`config.mk`:
```
export PLATFORM = sky130hd
export DESIGN_NAME = letterbox_nearest_scaler_convert_core
export DESIGN_NICKNAME = d
export VERILOG_FILES = /design/src/rtl/core/lnsc_pkg.sv /design/src/rtl/core/lnsc_div.sv /design/src/rtl/core/lnsc_datapath.sv /design/src/rtl/core/lnsc_ctrl.sv /design/src/rtl/core/lnsc_out_queue.sv /design/src/rtl/core/letterbox_nearest_scaler_convert_core.sv
export VERILOG_INCLUDE_DIRS = /design/src /design/src/rtl/core
export SDC_FILE = /design/constraint.sdc
export NUM_CORES = 2
export LEC_CHECK = 0
export BUFFER_PORTS_ARGS = -buffer_cell sky130_fd_sc_hd__clkbuf_2
export CORE_ASPECT_RATIO = 1.75
export CORE_UTILIZATION = 50
export CTS_CLUSTER_DIAMETER = 50
export DETAILED_ROUTE_END_ITERATION = 16
export GPL_TIMING_DRIVEN = 0
export PLACE_DENSITY_LB_ADDON = 0.05
export SKIP_LAST_GASP = 1
export SYNTH_ARGS = -nofsm -noshare
export SYNTH_HDL_FRONTEND = slang
export SYNTH_SLANG_ARGS = --single-unit
```
`constraint.sdc`:
```
create_clock -name clk -period 7.6 [get_ports clk]
set_clock_uncertainty 0.2 [all_clocks]
set_input_delay 0.38 -clock clk [delete_from_list [all_inputs] [get_ports clk]]
set_output_delay 0.38 -clock clk [all_outputs]
set_load 0.01 [all_outputs]
```
`src/rtl/core/letterbox_nearest_scaler_convert_core_assert.svh`:
```
// assertion macros for the letterbox scaler core
`ifndef LETTERBOX_NEAREST_SCALER_CONVERT_CORE_ASSERT_SVH
`define LETTERBOX_NEAREST_SCALER_CONVERT_CORE_ASSERT_SVH

// same-cycle implication, sampled on clk, off while rst_n is low
`define LNSC_ASSERT_IMPL(label, lhs, rhs, msg) \
    label: assert property (@(posedge clk) disable iff (!rst_n) (lhs) |-> (rhs)) \
        else $error(msg);

// next-cycle implication, sampled on clk, off while rst_n is low
`define LNSC_ASSERT_NEXT(label, lhs, rhs, msg) \
    label: assert property (@(posedge clk) disable iff (!rst_n) (lhs) |=> (rhs)) \
        else $error(msg);

`endif

```
`src/rtl/core/lnsc_pkg.sv`:
```
// shared types, constants and color helpers for the letterbox scaler core
package lnsc_pkg;

    localparam int DIM_W     = 13;
    localparam int COORD_W   = 12;
    localparam int PROD_W    = 2 * DIM_W;
    localparam int CFG_IDX_W = 3;
    localparam int FMT_W     = 2;
    localparam int STATUS_W  = 2;
    localparam int COLOR_W   = 16;
    localparam int PIX_W     = 32;
    localparam int MAX_DIM   = 4096;
    localparam int DIV_STEPS = PROD_W;
    localparam int DIV_CNT_W = $clog2(DIV_STEPS);

    // register reset values
    localparam logic [DIM_W-1:0] RST_SCREEN_WIDTH  = DIM_W'(1280);
    localparam logic [DIM_W-1:0] RST_SCREEN_HEIGHT = DIM_W'(720);
    localparam logic [DIM_W-1:0] RST_SOURCE_WIDTH  = DIM_W'(320);
    localparam logic [DIM_W-1:0] RST_SOURCE_HEIGHT = DIM_W'(240);

    // configuration register indexes
    typedef enum logic [CFG_IDX_W-1:0] {
        REG_SCREEN_WIDTH  = 3'd0,
        REG_SCREEN_HEIGHT = 3'd1,
        REG_SOURCE_WIDTH  = 3'd2,
        REG_SOURCE_HEIGHT = 3'd3,
        REG_PIXEL_FORMAT  = 3'd4
    } cfg_reg_t;

    // pixel formats
    localparam logic [FMT_W-1:0] FMT_RGB565   = 2'd0;
    localparam logic [FMT_W-1:0] FMT_RGBX4444 = 2'd1;
    localparam logic [FMT_W-1:0] FMT_XRGB8888 = 2'd2;
    localparam logic [FMT_W-1:0] FMT_NONE     = 2'd3;

    // result status codes
    localparam logic [STATUS_W-1:0] STATUS_WRITTEN = 2'd0;
    localparam logic [STATUS_W-1:0] STATUS_FRAME   = 2'd1;
    localparam logic [STATUS_W-1:0] STATUS_IGNORED = 2'd2;

    typedef enum logic [3:0] {
        ST_IDLE,
        ST_MUL,
        ST_CMP,
        ST_RDIV,
        ST_RECT,
        ST_STEP_GO,
        ST_XDIV,
        ST_YDIV,
        ST_PUSH
    } state_t;

    typedef enum logic [1:0] {
        DIV_RECT,
        DIV_X,
        DIV_Y
    } div_sel_t;

    // controller to datapath
    typedef struct packed {
        logic     mul_load;
        logic     cmp_load;
        logic     rdiv_load;
        logic     rect_load;
        logic     x_load;
        logic     y_load;
        logic     pixel_step;
        logic     frame_push;
        logic     push;
        logic     div_start;
        div_sel_t div_sel;
    } cmd_t;

    // datapath to controller
    typedef struct packed {
        logic prod_differ;
        logic div_done;
        logic steps_dirty;
    } sts_t;

    // one result item
    typedef struct packed {
        logic [STATUS_W-1:0] status;
        logic                write_valid;
        logic [COORD_W-1:0]  dest_x;
        logic [COORD_W-1:0]  dest_y;
        logic [COLOR_W-1:0]  color;
        logic                clear_screen;
        logic [COORD_W-1:0]  next_src_x;
        logic [COORD_W-1:0]  next_src_y;
        logic                frame_last;
    } res_t;

    // dimension clamp to 1..MAX_DIM
    function automatic logic [DIM_W-1:0] clamp_dim(input logic [DIM_W-1:0] v);
        logic [DIM_W-1:0] r;
        if (v == '0)
            r = DIM_W'(1);
        else if (32'(v) > 32'(MAX_DIM))
            r = DIM_W'(MAX_DIM);
        else
            r = v;
        return r;
    endfunction

    // source pixel to a1r5g5b5, alpha set
    function automatic logic [COLOR_W-1:0] to_argb1555(input logic [FMT_W-1:0] fmt,
                                                       input logic [PIX_W-1:0] p);
        logic [4:0] r;
        logic [4:0] g;
        logic [4:0] b;
        unique case (fmt)
            FMT_RGB565:
            begin
                r = p[15:11];
                g = p[10:6];
                b = p[4:0];
            end
            FMT_RGBX4444:
            begin
                r = {p[15:12], p[15]};
                g = {p[11:8], p[11]};
                b = {p[7:4], p[7]};
            end
            default:
            begin
                r = p[23:19];
                g = p[15:11];
                b = p[7:3];
            end
        endcase
        return {1'b1, r, g, b};
    endfunction

endpackage

```
`src/rtl/core/lnsc_div.sv`:
```
// restoring divider, one quotient bit per cycle
module lnsc_div (
    input  logic                         clk,
    input  logic                         rst_n,
    input  logic                         start,
    input  logic [lnsc_pkg::PROD_W-1:0]  dividend,
    input  logic [lnsc_pkg::DIM_W-1:0]   divisor,
    output logic                         done,
    output logic [lnsc_pkg::PROD_W-1:0]  quotient,
    output logic [lnsc_pkg::DIM_W-1:0]   remainder
);
    import lnsc_pkg::*;

    logic                 busy_reg;
    logic                 done_reg;
    logic [DIV_CNT_W-1:0] cnt_reg;
    logic [DIM_W-1:0]     rem_reg;
    logic [PROD_W-1:0]    quo_reg;
    logic [DIM_W-1:0]     dvs_reg;

    logic [DIM_W:0]       shifted;
    logic                 fits;
    logic [DIM_W-1:0]     rem_next;
    logic                 last_step;

    // one trial subtraction
    always_comb
    begin
        shifted  = {rem_reg, quo_reg[PROD_W-1]};
        fits     = shifted >= {1'b0, dvs_reg};
        rem_next = fits ? DIM_W'(shifted - {1'b0, dvs_reg}) : shifted[DIM_W-1:0];
    end

    assign last_step = busy_reg && (cnt_reg == DIV_CNT_W'(DIV_STEPS - 1));

    // step control
    always_ff @(posedge clk or negedge rst_n)
    begin
        if (!rst_n)
        begin
            busy_reg <= 1'b0;
            done_reg <= 1'b0;
            cnt_reg  <= '0;
        end
        else
        begin
            done_reg <= last_step;
            if (start)
            begin
                busy_reg <= 1'b1;
                cnt_reg  <= '0;
            end
            else if (busy_reg)
            begin
                cnt_reg <= cnt_reg + DIV_CNT_W'(1);
                if (last_step)
                    busy_reg <= 1'b0;
            end
        end
    end

    // partial remainder and quotient
    always_ff @(posedge clk)
    begin
        if (start)
        begin
            rem_reg <= '0;
            quo_reg <= dividend;
            dvs_reg <= divisor;
        end
        else if (busy_reg)
        begin
            rem_reg <= rem_next;
            quo_reg <= {quo_reg[PROD_W-2:0], fits};
        end
    end

    assign done      = done_reg;
    assign quotient  = quo_reg;
    assign remainder = rem_reg;

endmodule

```
`src/rtl/core/lnsc_datapath.sv`:
```
// config registers, rectangle fit, dda walk and color conversion
module lnsc_datapath (
    input  logic                           clk,
    input  logic                           rst_n,
    input  logic                           cfg_write,
    input  logic [lnsc_pkg::CFG_IDX_W-1:0] cfg_index,
    input  logic [lnsc_pkg::DIM_W-1:0]     cfg_data,
    input  logic [lnsc_pkg::PIX_W-1:0]     pixel_value,
    input  lnsc_pkg::cmd_t                 cmd,
    output lnsc_pkg::sts_t                 sts,
    output lnsc_pkg::res_t                 res
);
    import lnsc_pkg::*;

    // configuration
    logic [DIM_W-1:0]   screen_width_reg;
    logic [DIM_W-1:0]   screen_height_reg;
    logic [DIM_W-1:0]   source_width_reg;
    logic [DIM_W-1:0]   source_height_reg;
    logic [FMT_W-1:0]   pixel_format_reg;
    logic               dirty_reg;

    // rectangle state
    logic [COORD_W-1:0] rect_left_reg;
    logic [COORD_W-1:0] rect_top_reg;
    logic [DIM_W-1:0]   rect_width_reg;
    logic [DIM_W-1:0]   rect_height_reg;
    logic [COORD_W-1:0] prev_left_reg;
    logic [COORD_W-1:0] prev_top_reg;
    logic [DIM_W-1:0]   prev_width_reg;
    logic [DIM_W-1:0]   prev_height_reg;
    logic               changed_reg;

    // walk state
    logic [COORD_W-1:0] walk_x_reg;
    logic [COORD_W-1:0] walk_y_reg;
    logic [DIM_W-1:0]   src_x_reg;
    logic [DIM_W-1:0]   src_xrem_reg;
    logic [DIM_W-1:0]   src_y_reg;
    logic [DIM_W-1:0]   src_yrem_reg;
    logic               frame_active_reg;

    // fit scratch and step quotients
    logic [PROD_W-1:0]  lhs_reg;
    logic [PROD_W-1:0]  rhs_reg;
    logic               wide_reg;
    logic [DIM_W-1:0]   dw_reg;
    logic [DIM_W-1:0]   dh_reg;
    logic [DIM_W-1:0]   step_xq_reg;
    logic [DIM_W-1:0]   step_xr_reg;
    logic [DIM_W-1:0]   step_yq_reg;
    logic [DIM_W-1:0]   step_yr_reg;

    logic [DIM_W-1:0]   sw;
    logic [DIM_W-1:0]   sh;
    logic [DIM_W-1:0]   iw;
    logic [DIM_W-1:0]   ih;
    logic               lhs_gt;

    logic               div_done;
    logic [PROD_W-1:0]  div_quo;
    logic [DIM_W-1:0]   div_rem;
    logic [PROD_W-1:0]  div_dividend;
    logic [DIM_W-1:0]   div_divisor;
    logic [DIM_W-1:0]   rw_safe;
    logic [DIM_W-1:0]   rh_safe;

    logic [DIM_W-1:0]   new_width;
    logic [DIM_W-1:0]   new_height;
    logic [COORD_W-1:0] new_left;
    logic [COORD_W-1:0] new_top;
    logic               new_changed;

    logic               ignore;
    logic               x_more;
    logic               y_more;
    logic [DIM_W:0]     sum_x;
    logic [DIM_W:0]     sum_y;
    logic               x_wrap;
    logic               y_wrap;
    logic [DIM_W-1:0]   x_coord_step;
    logic [DIM_W-1:0]   x_rem_step;
    logic [DIM_W-1:0]   y_coord_step;
    logic [DIM_W-1:0]   y_rem_step;

    logic [COORD_W-1:0] walk_x_next;
    logic [COORD_W-1:0] walk_y_next;
    logic [DIM_W-1:0]   src_x_next;
    logic [DIM_W-1:0]   src_xrem_next;
    logic [DIM_W-1:0]   src_y_next;
    logic [DIM_W-1:0]   src_yrem_next;
    logic               frame_active_next;
    logic               last_pixel;

    assign sw     = clamp_dim(screen_width_reg);
    assign sh     = clamp_dim(screen_height_reg);
    assign iw     = clamp_dim(source_width_reg);
    assign ih     = clamp_dim(source_height_reg);
    assign lhs_gt = lhs_reg > rhs_reg;

    assign rw_safe = (rect_width_reg == '0) ? DIM_W'(1) : rect_width_reg;
    assign rh_safe = (rect_height_reg == '0) ? DIM_W'(1) : rect_height_reg;

    // divider operand select
    always_comb
    begin
        case (cmd.div_sel)
            DIV_RECT:
            begin
                div_dividend = lhs_gt ? rhs_reg : lhs_reg;
                div_divisor  = lhs_gt ? ih : iw;
            end
            DIV_X:
            begin
                div_dividend = PROD_W'(iw);
                div_divisor  = rw_safe;
            end
            default:
            begin
                div_dividend = PROD_W'(ih);
                div_divisor  = rh_safe;
            end
        endcase
    end

    lnsc_div u_div (
        .clk       (clk),
        .rst_n     (rst_n),
        .start     (cmd.div_start),
        .dividend  (div_dividend),
        .divisor   (div_divisor),
        .done      (div_done),
        .quotient  (div_quo),
        .remainder (div_rem)
    );

    assign sts.prod_differ = lhs_reg != rhs_reg;
    assign sts.div_done    = div_done;
    assign sts.steps_dirty = dirty_reg;

    // centered rectangle from the fitted size
    always_comb
    begin
        new_width   = (dw_reg == '0) ? DIM_W'(1) : dw_reg;
        new_height  = (dh_reg == '0) ? DIM_W'(1) : dh_reg;
        new_left    = COORD_W'((sw - new_width) >> 1);
        new_top     = COORD_W'((sh - new_height) >> 1);
        new_changed = (new_left != prev_left_reg) || (new_top != prev_top_reg)
                   || (new_width != prev_width_reg) || (new_height != prev_height_reg);
    end

    // dda steps, remainder stays below the rectangle size
    always_comb
    begin
        ignore       = !frame_active_reg || (pixel_format_reg == FMT_NONE);
        x_more       = (DIM_W'(walk_x_reg) + DIM_W'(1)) < rect_width_reg;
        y_more       = (DIM_W'(walk_y_reg) + DIM_W'(1)) < rect_height_reg;
        sum_x        = {1'b0, src_xrem_reg} + {1'b0, step_xr_reg};
        sum_y        = {1'b0, src_yrem_reg} + {1'b0, step_yr_reg};
        x_wrap       = sum_x >= {1'b0, rect_width_reg};
        y_wrap       = sum_y >= {1'b0, rect_height_reg};
        x_rem_step   = x_wrap ? DIM_W'(sum_x - {1'b0, rect_width_reg}) : sum_x[DIM_W-1:0];
        y_rem_step   = y_wrap ? DIM_W'(sum_y - {1'b0, rect_height_reg}) : sum_y[DIM_W-1:0];
        x_coord_step = src_x_reg + step_xq_reg + DIM_W'(x_wrap);
        y_coord_step = src_y_reg + step_yq_reg + DIM_W'(y_wrap);
    end

    // row-major walk
    always_comb
    begin
        walk_x_next       = walk_x_reg;
        walk_y_next       = walk_y_reg;
        src_x_next        = src_x_reg;
        src_xrem_next     = src_xrem_reg;
        src_y_next        = src_y_reg;
        src_yrem_next     = src_yrem_reg;
        frame_active_next = frame_active_reg;
        last_pixel        = 1'b0;
        if (x_more)
        begin
            walk_x_next   = walk_x_reg + COORD_W'(1);
            src_x_next    = x_coord_step;
            src_xrem_next = x_rem_step;
        end
        else
        begin
            walk_x_next   = '0;
            src_x_next    = '0;
            src_xrem_next = '0;
            if (y_more)
            begin
                walk_y_next   = walk_y_reg + COORD_W'(1);
                src_y_next    = y_coord_step;
                src_yrem_next = y_rem_step;
            end
            else
            begin
                walk_y_next       = '0;
                src_y_next        = '0;
                src_yrem_next     = '0;
                frame_active_next = 1'b0;
                last_pixel        = 1'b1;
            end
        end
    end

    // result item
    always_comb
    begin
        res = '0;
        if (cmd.frame_push)
        begin
            res.status       = STATUS_FRAME;
            res.clear_screen = changed_reg;
        end
        else if (ignore)
        begin
            res.status = STATUS_IGNORED;
        end
        else
        begin
            res.status      = STATUS_WRITTEN;
            res.write_valid = 1'b1;
            res.dest_x      = rect_left_reg + walk_x_reg;
            res.dest_y      = rect_top_reg + walk_y_reg;
            res.color       = to_argb1555(pixel_format_reg, pixel_value);
            res.next_src_x  = src_x_next[COORD_W-1:0];
            res.next_src_y  = src_y_next[COORD_W-1:0];
            res.frame_last  = last_pixel;
        end
    end

    // configuration and model state
    always_ff @(posedge clk or negedge rst_n)
    begin
        if (!rst_n)
        begin
            screen_width_reg  <= RST_SCREEN_WIDTH;
            screen_height_reg <= RST_SCREEN_HEIGHT;
            source_width_reg  <= RST_SOURCE_WIDTH;
            source_height_reg <= RST_SOURCE_HEIGHT;
            pixel_format_reg  <= FMT_RGB565;
            dirty_reg         <= 1'b0;
            rect_left_reg     <= '0;
            rect_top_reg      <= '0;
            rect_width_reg    <= '0;
            rect_height_reg   <= '0;
            prev_left_reg     <= '0;
            prev_top_reg      <= '0;
            prev_width_reg    <= '0;
            prev_height_reg   <= '0;
            walk_x_reg        <= '0;
            walk_y_reg        <= '0;
            src_x_reg         <= '0;
            src_xrem_reg      <= '0;
            src_y_reg         <= '0;
            src_yrem_reg      <= '0;
            frame_active_reg  <= 1'b0;
        end
        else
        begin
            // a pass that starts now sees the current source sizes
            if (cmd.div_start && (cmd.div_sel == DIV_X))
                dirty_reg <= 1'b0;
            if (cfg_write)
            begin
                unique case (cfg_index)
                    REG_SCREEN_WIDTH:  screen_width_reg  <= cfg_data;
                    REG_SCREEN_HEIGHT: screen_height_reg <= cfg_data;
                    REG_SOURCE_WIDTH:
                    begin
                        source_width_reg <= cfg_data;
                        dirty_reg        <= 1'b1;
                    end
                    REG_SOURCE_HEIGHT:
                    begin
                        source_height_reg <= cfg_data;
                        dirty_reg         <= 1'b1;
                    end
                    REG_PIXEL_FORMAT:  pixel_format_reg  <= cfg_data[FMT_W-1:0];
                    default: ;
                endcase
            end
            if (cmd.rect_load)
            begin
                rect_left_reg    <= new_left;
                rect_top_reg     <= new_top;
                rect_width_reg   <= new_width;
                rect_height_reg  <= new_height;
                prev_left_reg    <= new_left;
                prev_top_reg     <= new_top;
                prev_width_reg   <= new_width;
                prev_height_reg  <= new_height;
                walk_x_reg       <= '0;
                walk_y_reg       <= '0;
                src_x_reg        <= '0;
                src_xrem_reg     <= '0;
                src_y_reg        <= '0;
                src_yrem_reg     <= '0;
                frame_active_reg <= pixel_format_reg != FMT_NONE;
            end
            else if (cmd.pixel_step && !ignore)
            begin
                walk_x_reg       <= walk_x_next;
                walk_y_reg       <= walk_y_next;
                src_x_reg        <= src_x_next;
                src_xrem_reg     <= src_xrem_next;
                src_y_reg        <= src_y_next;
                src_yrem_reg     <= src_yrem_next;
                frame_active_reg <= frame_active_next;
            end
        end
    end

    // fit scratch and step quotients
    always_ff @(posedge clk)
    begin
        if (cmd.mul_load)
        begin
            lhs_reg <= PROD_W'(sw) * PROD_W'(ih);
            rhs_reg <= PROD_W'(sh) * PROD_W'(iw);
        end
        if (cmd.cmp_load)
        begin
            dw_reg   <= sw;
            dh_reg   <= sh;
            wide_reg <= lhs_gt;
        end
        if (cmd.rdiv_load)
        begin
            if (wide_reg)
                dw_reg <= div_quo[DIM_W-1:0];
            else
                dh_reg <= div_quo[DIM_W-1:0];
        end
        if (cmd.rect_load)
            changed_reg <= new_changed;
        if (cmd.x_load)
        begin
            step_xq_reg <= div_quo[DIM_W-1:0];
            step_xr_reg <= div_rem;
        end
        if (cmd.y_load)
        begin
            step_yq_reg <= div_quo[DIM_W-1:0];
            step_yr_reg <= div_rem;
        end
    end

endmodule

```
`src/rtl/core/lnsc_ctrl.sv`:
```
// sequencing of item acceptance, frame fit and step division
module lnsc_ctrl (
    input  logic           clk,
    input  logic           rst_n,
    input  logic           in_valid,
    input  logic           mode,
    input  logic           q_full,
    input  lnsc_pkg::sts_t sts,
    output logic           in_stall,
    output lnsc_pkg::cmd_t cmd
);
    import lnsc_pkg::*;

    state_t state_reg;
    state_t state_next;
    logic   push_pend_reg;
    logic   push_pend_next;

    // state register
    always_ff @(posedge clk or negedge rst_n)
    begin
        if (!rst_n)
        begin
            state_reg     <= ST_IDLE;
            push_pend_reg <= 1'b0;
        end
        else
        begin
            state_reg     <= state_next;
            push_pend_reg <= push_pend_next;
        end
    end

    // next state and commands
    always_comb
    begin
        state_next     = state_reg;
        push_pend_next = push_pend_reg;
        in_stall       = 1'b1;
        cmd            = '0;
        cmd.div_sel    = DIV_RECT;
        unique case (state_reg)
            ST_IDLE:
            begin
                if (sts.steps_dirty)
                begin
                    state_next = ST_STEP_GO;
                end
                else
                begin
                    in_stall = q_full;
                    if (in_valid && !q_full)
                    begin
                        if (mode)
                        begin
                            cmd.pixel_step = 1'b1;
                            cmd.push       = 1'b1;
                        end
                        else
                        begin
                            push_pend_next = 1'b1;
                            state_next     = ST_MUL;
                        end
                    end
                end
            end
            ST_MUL:
            begin
                cmd.mul_load = 1'b1;
                state_next   = ST_CMP;
            end
            ST_CMP:
            begin
                cmd.cmp_load = 1'b1;
                if (sts.prod_differ)
                begin
                    cmd.div_start = 1'b1;
                    cmd.div_sel   = DIV_RECT;
                    state_next    = ST_RDIV;
                end
                else
                begin
                    state_next = ST_RECT;
                end
            end
            ST_RDIV:
            begin
                if (sts.div_done)
                begin
                    cmd.rdiv_load = 1'b1;
                    state_next    = ST_RECT;
                end
            end
            ST_RECT:
            begin
                cmd.rect_load = 1'b1;
                state_next    = ST_STEP_GO;
            end
            ST_STEP_GO:
            begin
                cmd.div_start = 1'b1;
                cmd.div_sel   = DIV_X;
                state_next    = ST_XDIV;
            end
            ST_XDIV:
            begin
                if (sts.div_done)
                begin
                    cmd.x_load    = 1'b1;
                    cmd.div_start = 1'b1;
                    cmd.div_sel   = DIV_Y;
                    state_next    = ST_YDIV;
                end
            end
            ST_YDIV:
            begin
                cmd.div_sel = DIV_Y;
                if (sts.div_done)
                begin
                    cmd.y_load = 1'b1;
                    state_next = push_pend_reg ? ST_PUSH : ST_IDLE;
                end
            end
            ST_PUSH:
            begin
                if (!q_full)
                begin
                    cmd.push       = 1'b1;
                    cmd.frame_push = 1'b1;
                    push_pend_next = 1'b0;
                    state_next     = ST_IDLE;
                end
            end
            default:
            begin
                state_next = ST_IDLE;
            end
        endcase
    end

endmodule

```
`src/rtl/core/lnsc_out_queue.sv`:
```
// two-entry result queue between the core and the output channel
module lnsc_out_queue (
    input  logic           clk,
    input  logic           rst_n,
    input  logic           push,
    input  lnsc_pkg::res_t push_res,
    input  logic           out_stall,
    output logic           out_valid,
    output lnsc_pkg::res_t out_res,
    output logic           full
);
    import lnsc_pkg::*;

    res_t       entry_reg [2];
    logic       head_reg;
    logic [1:0] count_reg;
    logic       tail;
    logic       pop;

    assign tail      = head_reg ^ count_reg[0];
    assign out_valid = count_reg != 2'd0;
    assign pop       = out_valid && !out_stall;
    assign full      = count_reg == 2'd2;
    assign out_res   = entry_reg[head_reg];

    // occupancy
    always_ff @(posedge clk or negedge rst_n)
    begin
        if (!rst_n)
        begin
            head_reg  <= 1'b0;
            count_reg <= 2'd0;
        end
        else
        begin
            if (pop)
                head_reg <= ~head_reg;
            count_reg <= count_reg + 2'(push) - 2'(pop);
        end
    end

    // item storage
    always_ff @(posedge clk)
    begin
        if (push)
            entry_reg[tail] <= push_res;
    end

endmodule

```
`src/rtl/core/letterbox_nearest_scaler_convert_core.sv`:
```
// top level of the letterbox nearest-neighbor scaler and color converter
// A pixel item (mode 1) is taken and its result queued in the same cycle; the
// result appears on the output in the next cycle. Pixel items stream at one
// per cycle while the output side keeps up, and a two-entry result queue lets
// one more item in while a result waits. A frame-start item (mode 0) holds the
// input off through one multiply, a compare, then up to three passes of the
// shared 26-step restoring divider (rectangle size, column step, row step), and
// the queuing of the result; when the two products match the size pass is
// skipped. A full result queue delays that last step in either case. Writing
// source_width or source_height recomputes the two step quotients on that
// divider, during which no item is taken, and a write during that pass starts
// another. Dimension registers are clamped to 1..MAX_DIM when used.
`include "letterbox_nearest_scaler_convert_core_assert.svh"

module letterbox_nearest_scaler_convert_core (
    input  logic                            clk,
    input  logic                            rst_n,
    input  logic                            cfg_write,
    input  logic [lnsc_pkg::CFG_IDX_W-1:0]  cfg_index,
    input  logic [lnsc_pkg::DIM_W-1:0]      cfg_data,
    input  logic                            in_valid,
    output logic                            in_stall,
    input  logic                            mode,
    input  logic [lnsc_pkg::PIX_W-1:0]      pixel_value,
    output logic                            out_valid,
    input  logic                            out_stall,
    output logic [lnsc_pkg::STATUS_W-1:0]   status,
    output logic                            write_valid,
    output logic [lnsc_pkg::COORD_W-1:0]    dest_x,
    output logic [lnsc_pkg::COORD_W-1:0]    dest_y,
    output logic [lnsc_pkg::COLOR_W-1:0]    color,
    output logic                            clear_screen,
    output logic [lnsc_pkg::COORD_W-1:0]    next_src_x,
    output logic [lnsc_pkg::COORD_W-1:0]    next_src_y,
    output logic                            frame_last
);
    import lnsc_pkg::*;

    cmd_t cmd;
    sts_t sts;
    res_t core_res;
    res_t head_res;
    logic q_full;

    lnsc_ctrl u_ctrl (
        .clk      (clk),
        .rst_n    (rst_n),
        .in_valid (in_valid),
        .mode     (mode),
        .q_full   (q_full),
        .sts      (sts),
        .in_stall (in_stall),
        .cmd      (cmd)
    );

    lnsc_datapath u_datapath (
        .clk         (clk),
        .rst_n       (rst_n),
        .cfg_write   (cfg_write),
        .cfg_index   (cfg_index),
        .cfg_data    (cfg_data),
        .pixel_value (pixel_value),
        .cmd         (cmd),
        .sts         (sts),
        .res         (core_res)
    );

    lnsc_out_queue u_out_queue (
        .clk       (clk),
        .rst_n     (rst_n),
        .push      (cmd.push),
        .push_res  (core_res),
        .out_stall (out_stall),
        .out_valid (out_valid),
        .out_res   (head_res),
        .full      (q_full)
    );

    // output fields from the queue head
    assign status       = head_res.status;
    assign write_valid  = head_res.write_valid;
    assign dest_x       = head_res.dest_x;
    assign dest_y       = head_res.dest_y;
    assign color        = head_res.color;
    assign clear_screen = head_res.clear_screen;
    assign next_src_x   = head_res.next_src_x;
    assign next_src_y   = head_res.next_src_y;
    assign frame_last   = head_res.frame_last;

    // checks
    `LNSC_ASSERT_NEXT(a_pixel_result_queued, in_valid && !in_stall && mode, out_valid,
        "pixel item accepted but no result queued")
    `LNSC_ASSERT_NEXT(a_frame_start_busy, in_valid && !in_stall && !mode, in_stall,
        "frame start accepted but input not held off")
    `LNSC_ASSERT_IMPL(a_write_matches_status, out_valid,
        write_valid == (status == STATUS_WRITTEN), "write_valid disagrees with status")
    `LNSC_ASSERT_IMPL(a_last_pixel_wraps, out_valid && frame_last,
        write_valid && next_src_x == '0 && next_src_y == '0,
        "last pixel without wrapped source coordinate")

endmodule

```
==> results_dict.tcl <==
set metrics [dict create \
    p_leak_nw 19.8 \
    layout_setup_ws_ns 0.243 \
    grt_pass1_vias 32400 \
    synth_warnings 0 \
    largest_reg_flops 136 \
    cts-buffers-inserted 54 \
    die_w_um 215 \
    num_vias 31000 \
    timing.final.crit_share 0.968 \
    r2r_end "u_datapath.lhs_reg[25]$_DFFE_PP_" \
    drtPass1Iterations 6 \
    root_buffer "clkbuf_16" \
    wirelength_mm 126 \
    hold_slack_ns 0.0100 \
    synth_seq_area_share 0.355 \
    initial_core_util 0.505 \
    routed_via_density 5.73 \
    hold_viol 0 \
    finalSetupViolations 0 \
    ys_types 74 \
    worstPathRequired_ns 7.80 \
    utilization 0.561 \
    drcViolationCount 0 \
    worstHoldPathCells 3 \
    gp_congestion 0.987 \
    rsz0062_at_grt "no" \
    die_h_um 374 \
    port_buffers 113 \
    cts_tree "built" \
    syn_area_per_cell_um2 9.65 \
    synth_cells 4107 \
    dp_hpwl_mm 101 \
    power_density_nw_per_um2 260 \
    antenna_left 0 \
    synth-main-ff-cell "edfxtp_1" \
    num_rows 136 \
    outcome "completed" \
    cp.arrival_ns 7.55 \
    fillers 7228 \
    clockBufferDepth 3 \
    grt_pass1_wl_mm 191 \
    cp_max_fo 10 \
    area_growth_pct 11.1 \
    worstSetupStartpoint "u_datapath.screen_width_reg[12]$_DFFE_PN0P_" \
    synth.cell_area_um2 39600 \
    diodes 0 \
    synthArstFlopShare 0.380 \
    fin_tns_setup_ns 0 \
    tightestPinTransition_ns 1.33 \
    finalCriticalPeriod_ns 7.36 \
    path_clk_slew_ns 0.07 \
    synth_fp_nets 4743 \
    cp-end-kind "flop" \
    final_max_slew_viol_count 0 \
    pre_cts_ws_ns -0.358 \
    hold_class "input pin to flop" \
    crit_path_end "u_datapath.lhs_reg[25]$_DFFE_PP_" \
    ff2ff_path_depth 23 \
    grtUsageTotal 0.318 \
    grt_max_degree 99 \
    drtIter0Drc 2043 \
    total_power_mw 11.4 \
    slew_headroom 0.115 \
    fmax_mhz 136 \
    routedWlPerCell_um 23.3 \
    drive_gt1_frac 0.0970 \
    finalNetCount 4960 \
    crit_type "flop to flop" \
    start_kind "flop" \
    ios 125 \
    reg2reg_slack_ns 0.24 \
    ir_drop_mv 0.236 \
    drv_cap 0 \
    overflow 0 \
    htree_levels 2 \
    ys_ff_latch 513 \
    fp.dieArea_um2 80400 \
    synth_edf_count 279 \
    antenna_found_initial 3 \
    r2r_start "u_datapath.screen_width_reg[12]$_DFFE_PN0P_" \
    numClockSinks 513 \
    core_area_um2 78400 \
    clkLatencyLatePin_ns 0.66 \
]
## layout make-up
cell class,instances,area [um^2],share of cell area
inverters,524,1990,0.0453
repair buffers,166,1180,0.0268
multi-input cells,2920,23100,0.525
clock inverters,33,390,0.00886
flip-flops and latches,513,14100,0.319
plain buffers,145,558,0.0127
clock buffers,69,1470,0.0334
well taps,1035,1290,0.0294
## synth_stat cells, drive strengths merged (7+ instances only)
master | instances | share of area
or2 | 16 | 0.0025
o21a | 19 | 0.0036
a221o | 12 | 0.0030
o31ai | 11 | 0.0021
nand3 | 71 | 0.0090
a22o | 18 | 0.0040
dfstp | 12 | 0.0080
xor2 | 72 | 0.016
buf | 13 | 0.0014
a2111oi | 13 | 0.0032
a21o | 54 | 0.010
mux2i | 47 | 0.012
nand2b | 54 | 0.0085
mux2 | 128 | 0.036
nand4 | 24 | 0.0038
inv | 504 | 0.048
edfxtp | 279 | 0.21
a221oi | 13 | 0.0029
nor2 | 373 | 0.035
nand2 | 430 | 0.041
clkbuf | 137 | 0.013
o211ai | 15 | 0.0028
a31oi | 18 | 0.0028
nor4 | 37 | 0.0062
and2 | 36 | 0.0057
nor2b | 49 | 0.0077
ha | 327 | 0.10
a211oi | 19 | 0.0036
fa | 255 | 0.13
dfxtp | 39 | 0.020
a21oi | 200 | 0.025
and3 | 27 | 0.0043
o21bai | 22 | 0.0042
xnor2 | 154 | 0.034
a22oi | 16 | 0.0030
o41ai | 7 | 0.0015
or3 | 16 | 0.0025
nor3 | 84 | 0.011
dfrtp | 183 | 0.12
clkinv | 20 | 0.0019
o22ai | 7 | 0.0011
a21boi | 8 | 0.0015
o21ai | 216 | 0.027
## stage by stage
stage	cells	instance area, um^2
after floorplan	4107	39600
after global placement	5255	41500
after detailed placement	5267	41700
after CTS	5406	44000
after global routing	5405	44000
final	5405	44000
## per-layer routing
layer / wire length, um / GRT usage / up-vias
li1: - / - / 14400
met2: 67400 / 0.601 / 982
met4: 11300 / 0.241 / 4
met5: 25 / 0 / -
met3: 5320 / 0.0398 / 434
met1: 41900 / 0.312 / 15200
## logic make-up (layout without fill, tap and decap cells)
logic type               count (synthesis)  count (layout)  share of synthesized area
AO/OA/AOI/OAI                          705             705                      0.111
XOR/XNOR                               227             227                     0.0505
adder cells (fa/ha/maj)                582             582                      0.232
buffers and inverters                  674             937                     0.0640
flip-flops                             513             513                      0.355
multiplexers                           175             175                     0.0482
AND/OR/NAND/NOR                       1231            1231                      0.140
## worst max-delay path: stages, from the launching register on
cell	delay, ns
dfrtp_1	0.40
clkbuf_1	0.43
nor2b_1	0.22
clkbuf_1	0.55
inv_2	0.33
nor2_1	0.22
fa_1	0.23
inv_1	0.06
fa_1	0.36
inv_1	0.08
fa_1	0.43
fa_1	0.54
inv_1	0.05
fa_1	0.47
inv_1	0.04
ha_1	0.18
nor4_1	0.34
a21boi_0	0.45
o31ai_1	0.25
or4b_2	0.71
nand2_1	0.10
o21ai_0	0.18
mux2i_1	0.19
nand4_1	0.09
## worst min path at each step
| stage | startpoint | end | slack, ns |
|---|---|---|---|
| 2_1_floorplan | rst_n | u_ctrl.push_pend_reg$_DFFE_PN0P_ | -0.12 |
| 4_1_cts | pixel_value[13] | u_out_queue.entry_reg[0][33]$_DFFE_PP_ | 0.005 |
| 6_report | pixel_value[13] | u_out_queue.entry_reg[0][33]$_DFFE_PP_ | 0.01 |
| 3_5_place_dp | rst_n | u_datapath.rect_top_reg[8]$_DFFE_PN0N_ | 0.05 |
| 3_3_place_gp | u_datapath.src_x_reg[5]$_DFFE_PN0P_ | u_datapath.src_x_reg[5]$_DFFE_PN0P_ | 0.27 |
| 5_1_grt | pixel_value[13] | u_out_queue.entry_reg[0][33]$_DFFE_PP_ | 0.03 |
## layout by cell type (no fill, tap or decap), drive strengths merged, types with 18 or more instances in the layout
| cell type | Yosys | final |
|---|---|---|
| mux2i | 47 | 47 |
| o21bai | 22 | 22 |
| a22o | 18 | 18 |
| and2 | 36 | 36 |
| o21a | 19 | 19 |
| clkbuf | 137 | 313 |
| dfxtp | 39 | 39 |
| nor4 | 37 | 37 |
| dlygate4sd3 | 0 | 37 |
| dfrtp | 183 | 183 |
| xor2 | 72 | 72 |
| ha | 327 | 327 |
| nor3 | 84 | 84 |
| nor2b | 49 | 49 |
| a211oi | 19 | 19 |
| nand4 | 24 | 24 |
| nand2b | 54 | 54 |
| mux2 | 128 | 128 |
| buf | 13 | 30 |
| edfxtp | 279 | 279 |
| a21o | 54 | 54 |
| nand2 | 430 | 430 |
| clkinv | 20 | 34 |
| nand3 | 71 | 71 |
| xnor2 | 154 | 154 |
| nor2 | 373 | 373 |
| fa | 255 | 255 |
| o21ai | 216 | 216 |
| a31oi | 18 | 18 |
| and3 | 27 | 27 |
| inv | 504 | 510 |
| a21oi | 200 | 200 |
## power breakdown
part           total, mW  switching (mW)  internal, mW  leakage (nW)
clock network       2.81            1.24          1.57         0.915
logic               5.38            3.32          2.06          13.5
registers           3.26          0.0887          3.18          5.44
total               11.4            4.65          6.80          19.8
## what timing repair did
action	4_1_cts	5_1_grt
hold buffers	37	0
hold endpoints to repair	173	0
resized for setup	7	24
setup endpoints to repair	13	20
buffers inserted	0	4
(Power assumes the default switching activity.)
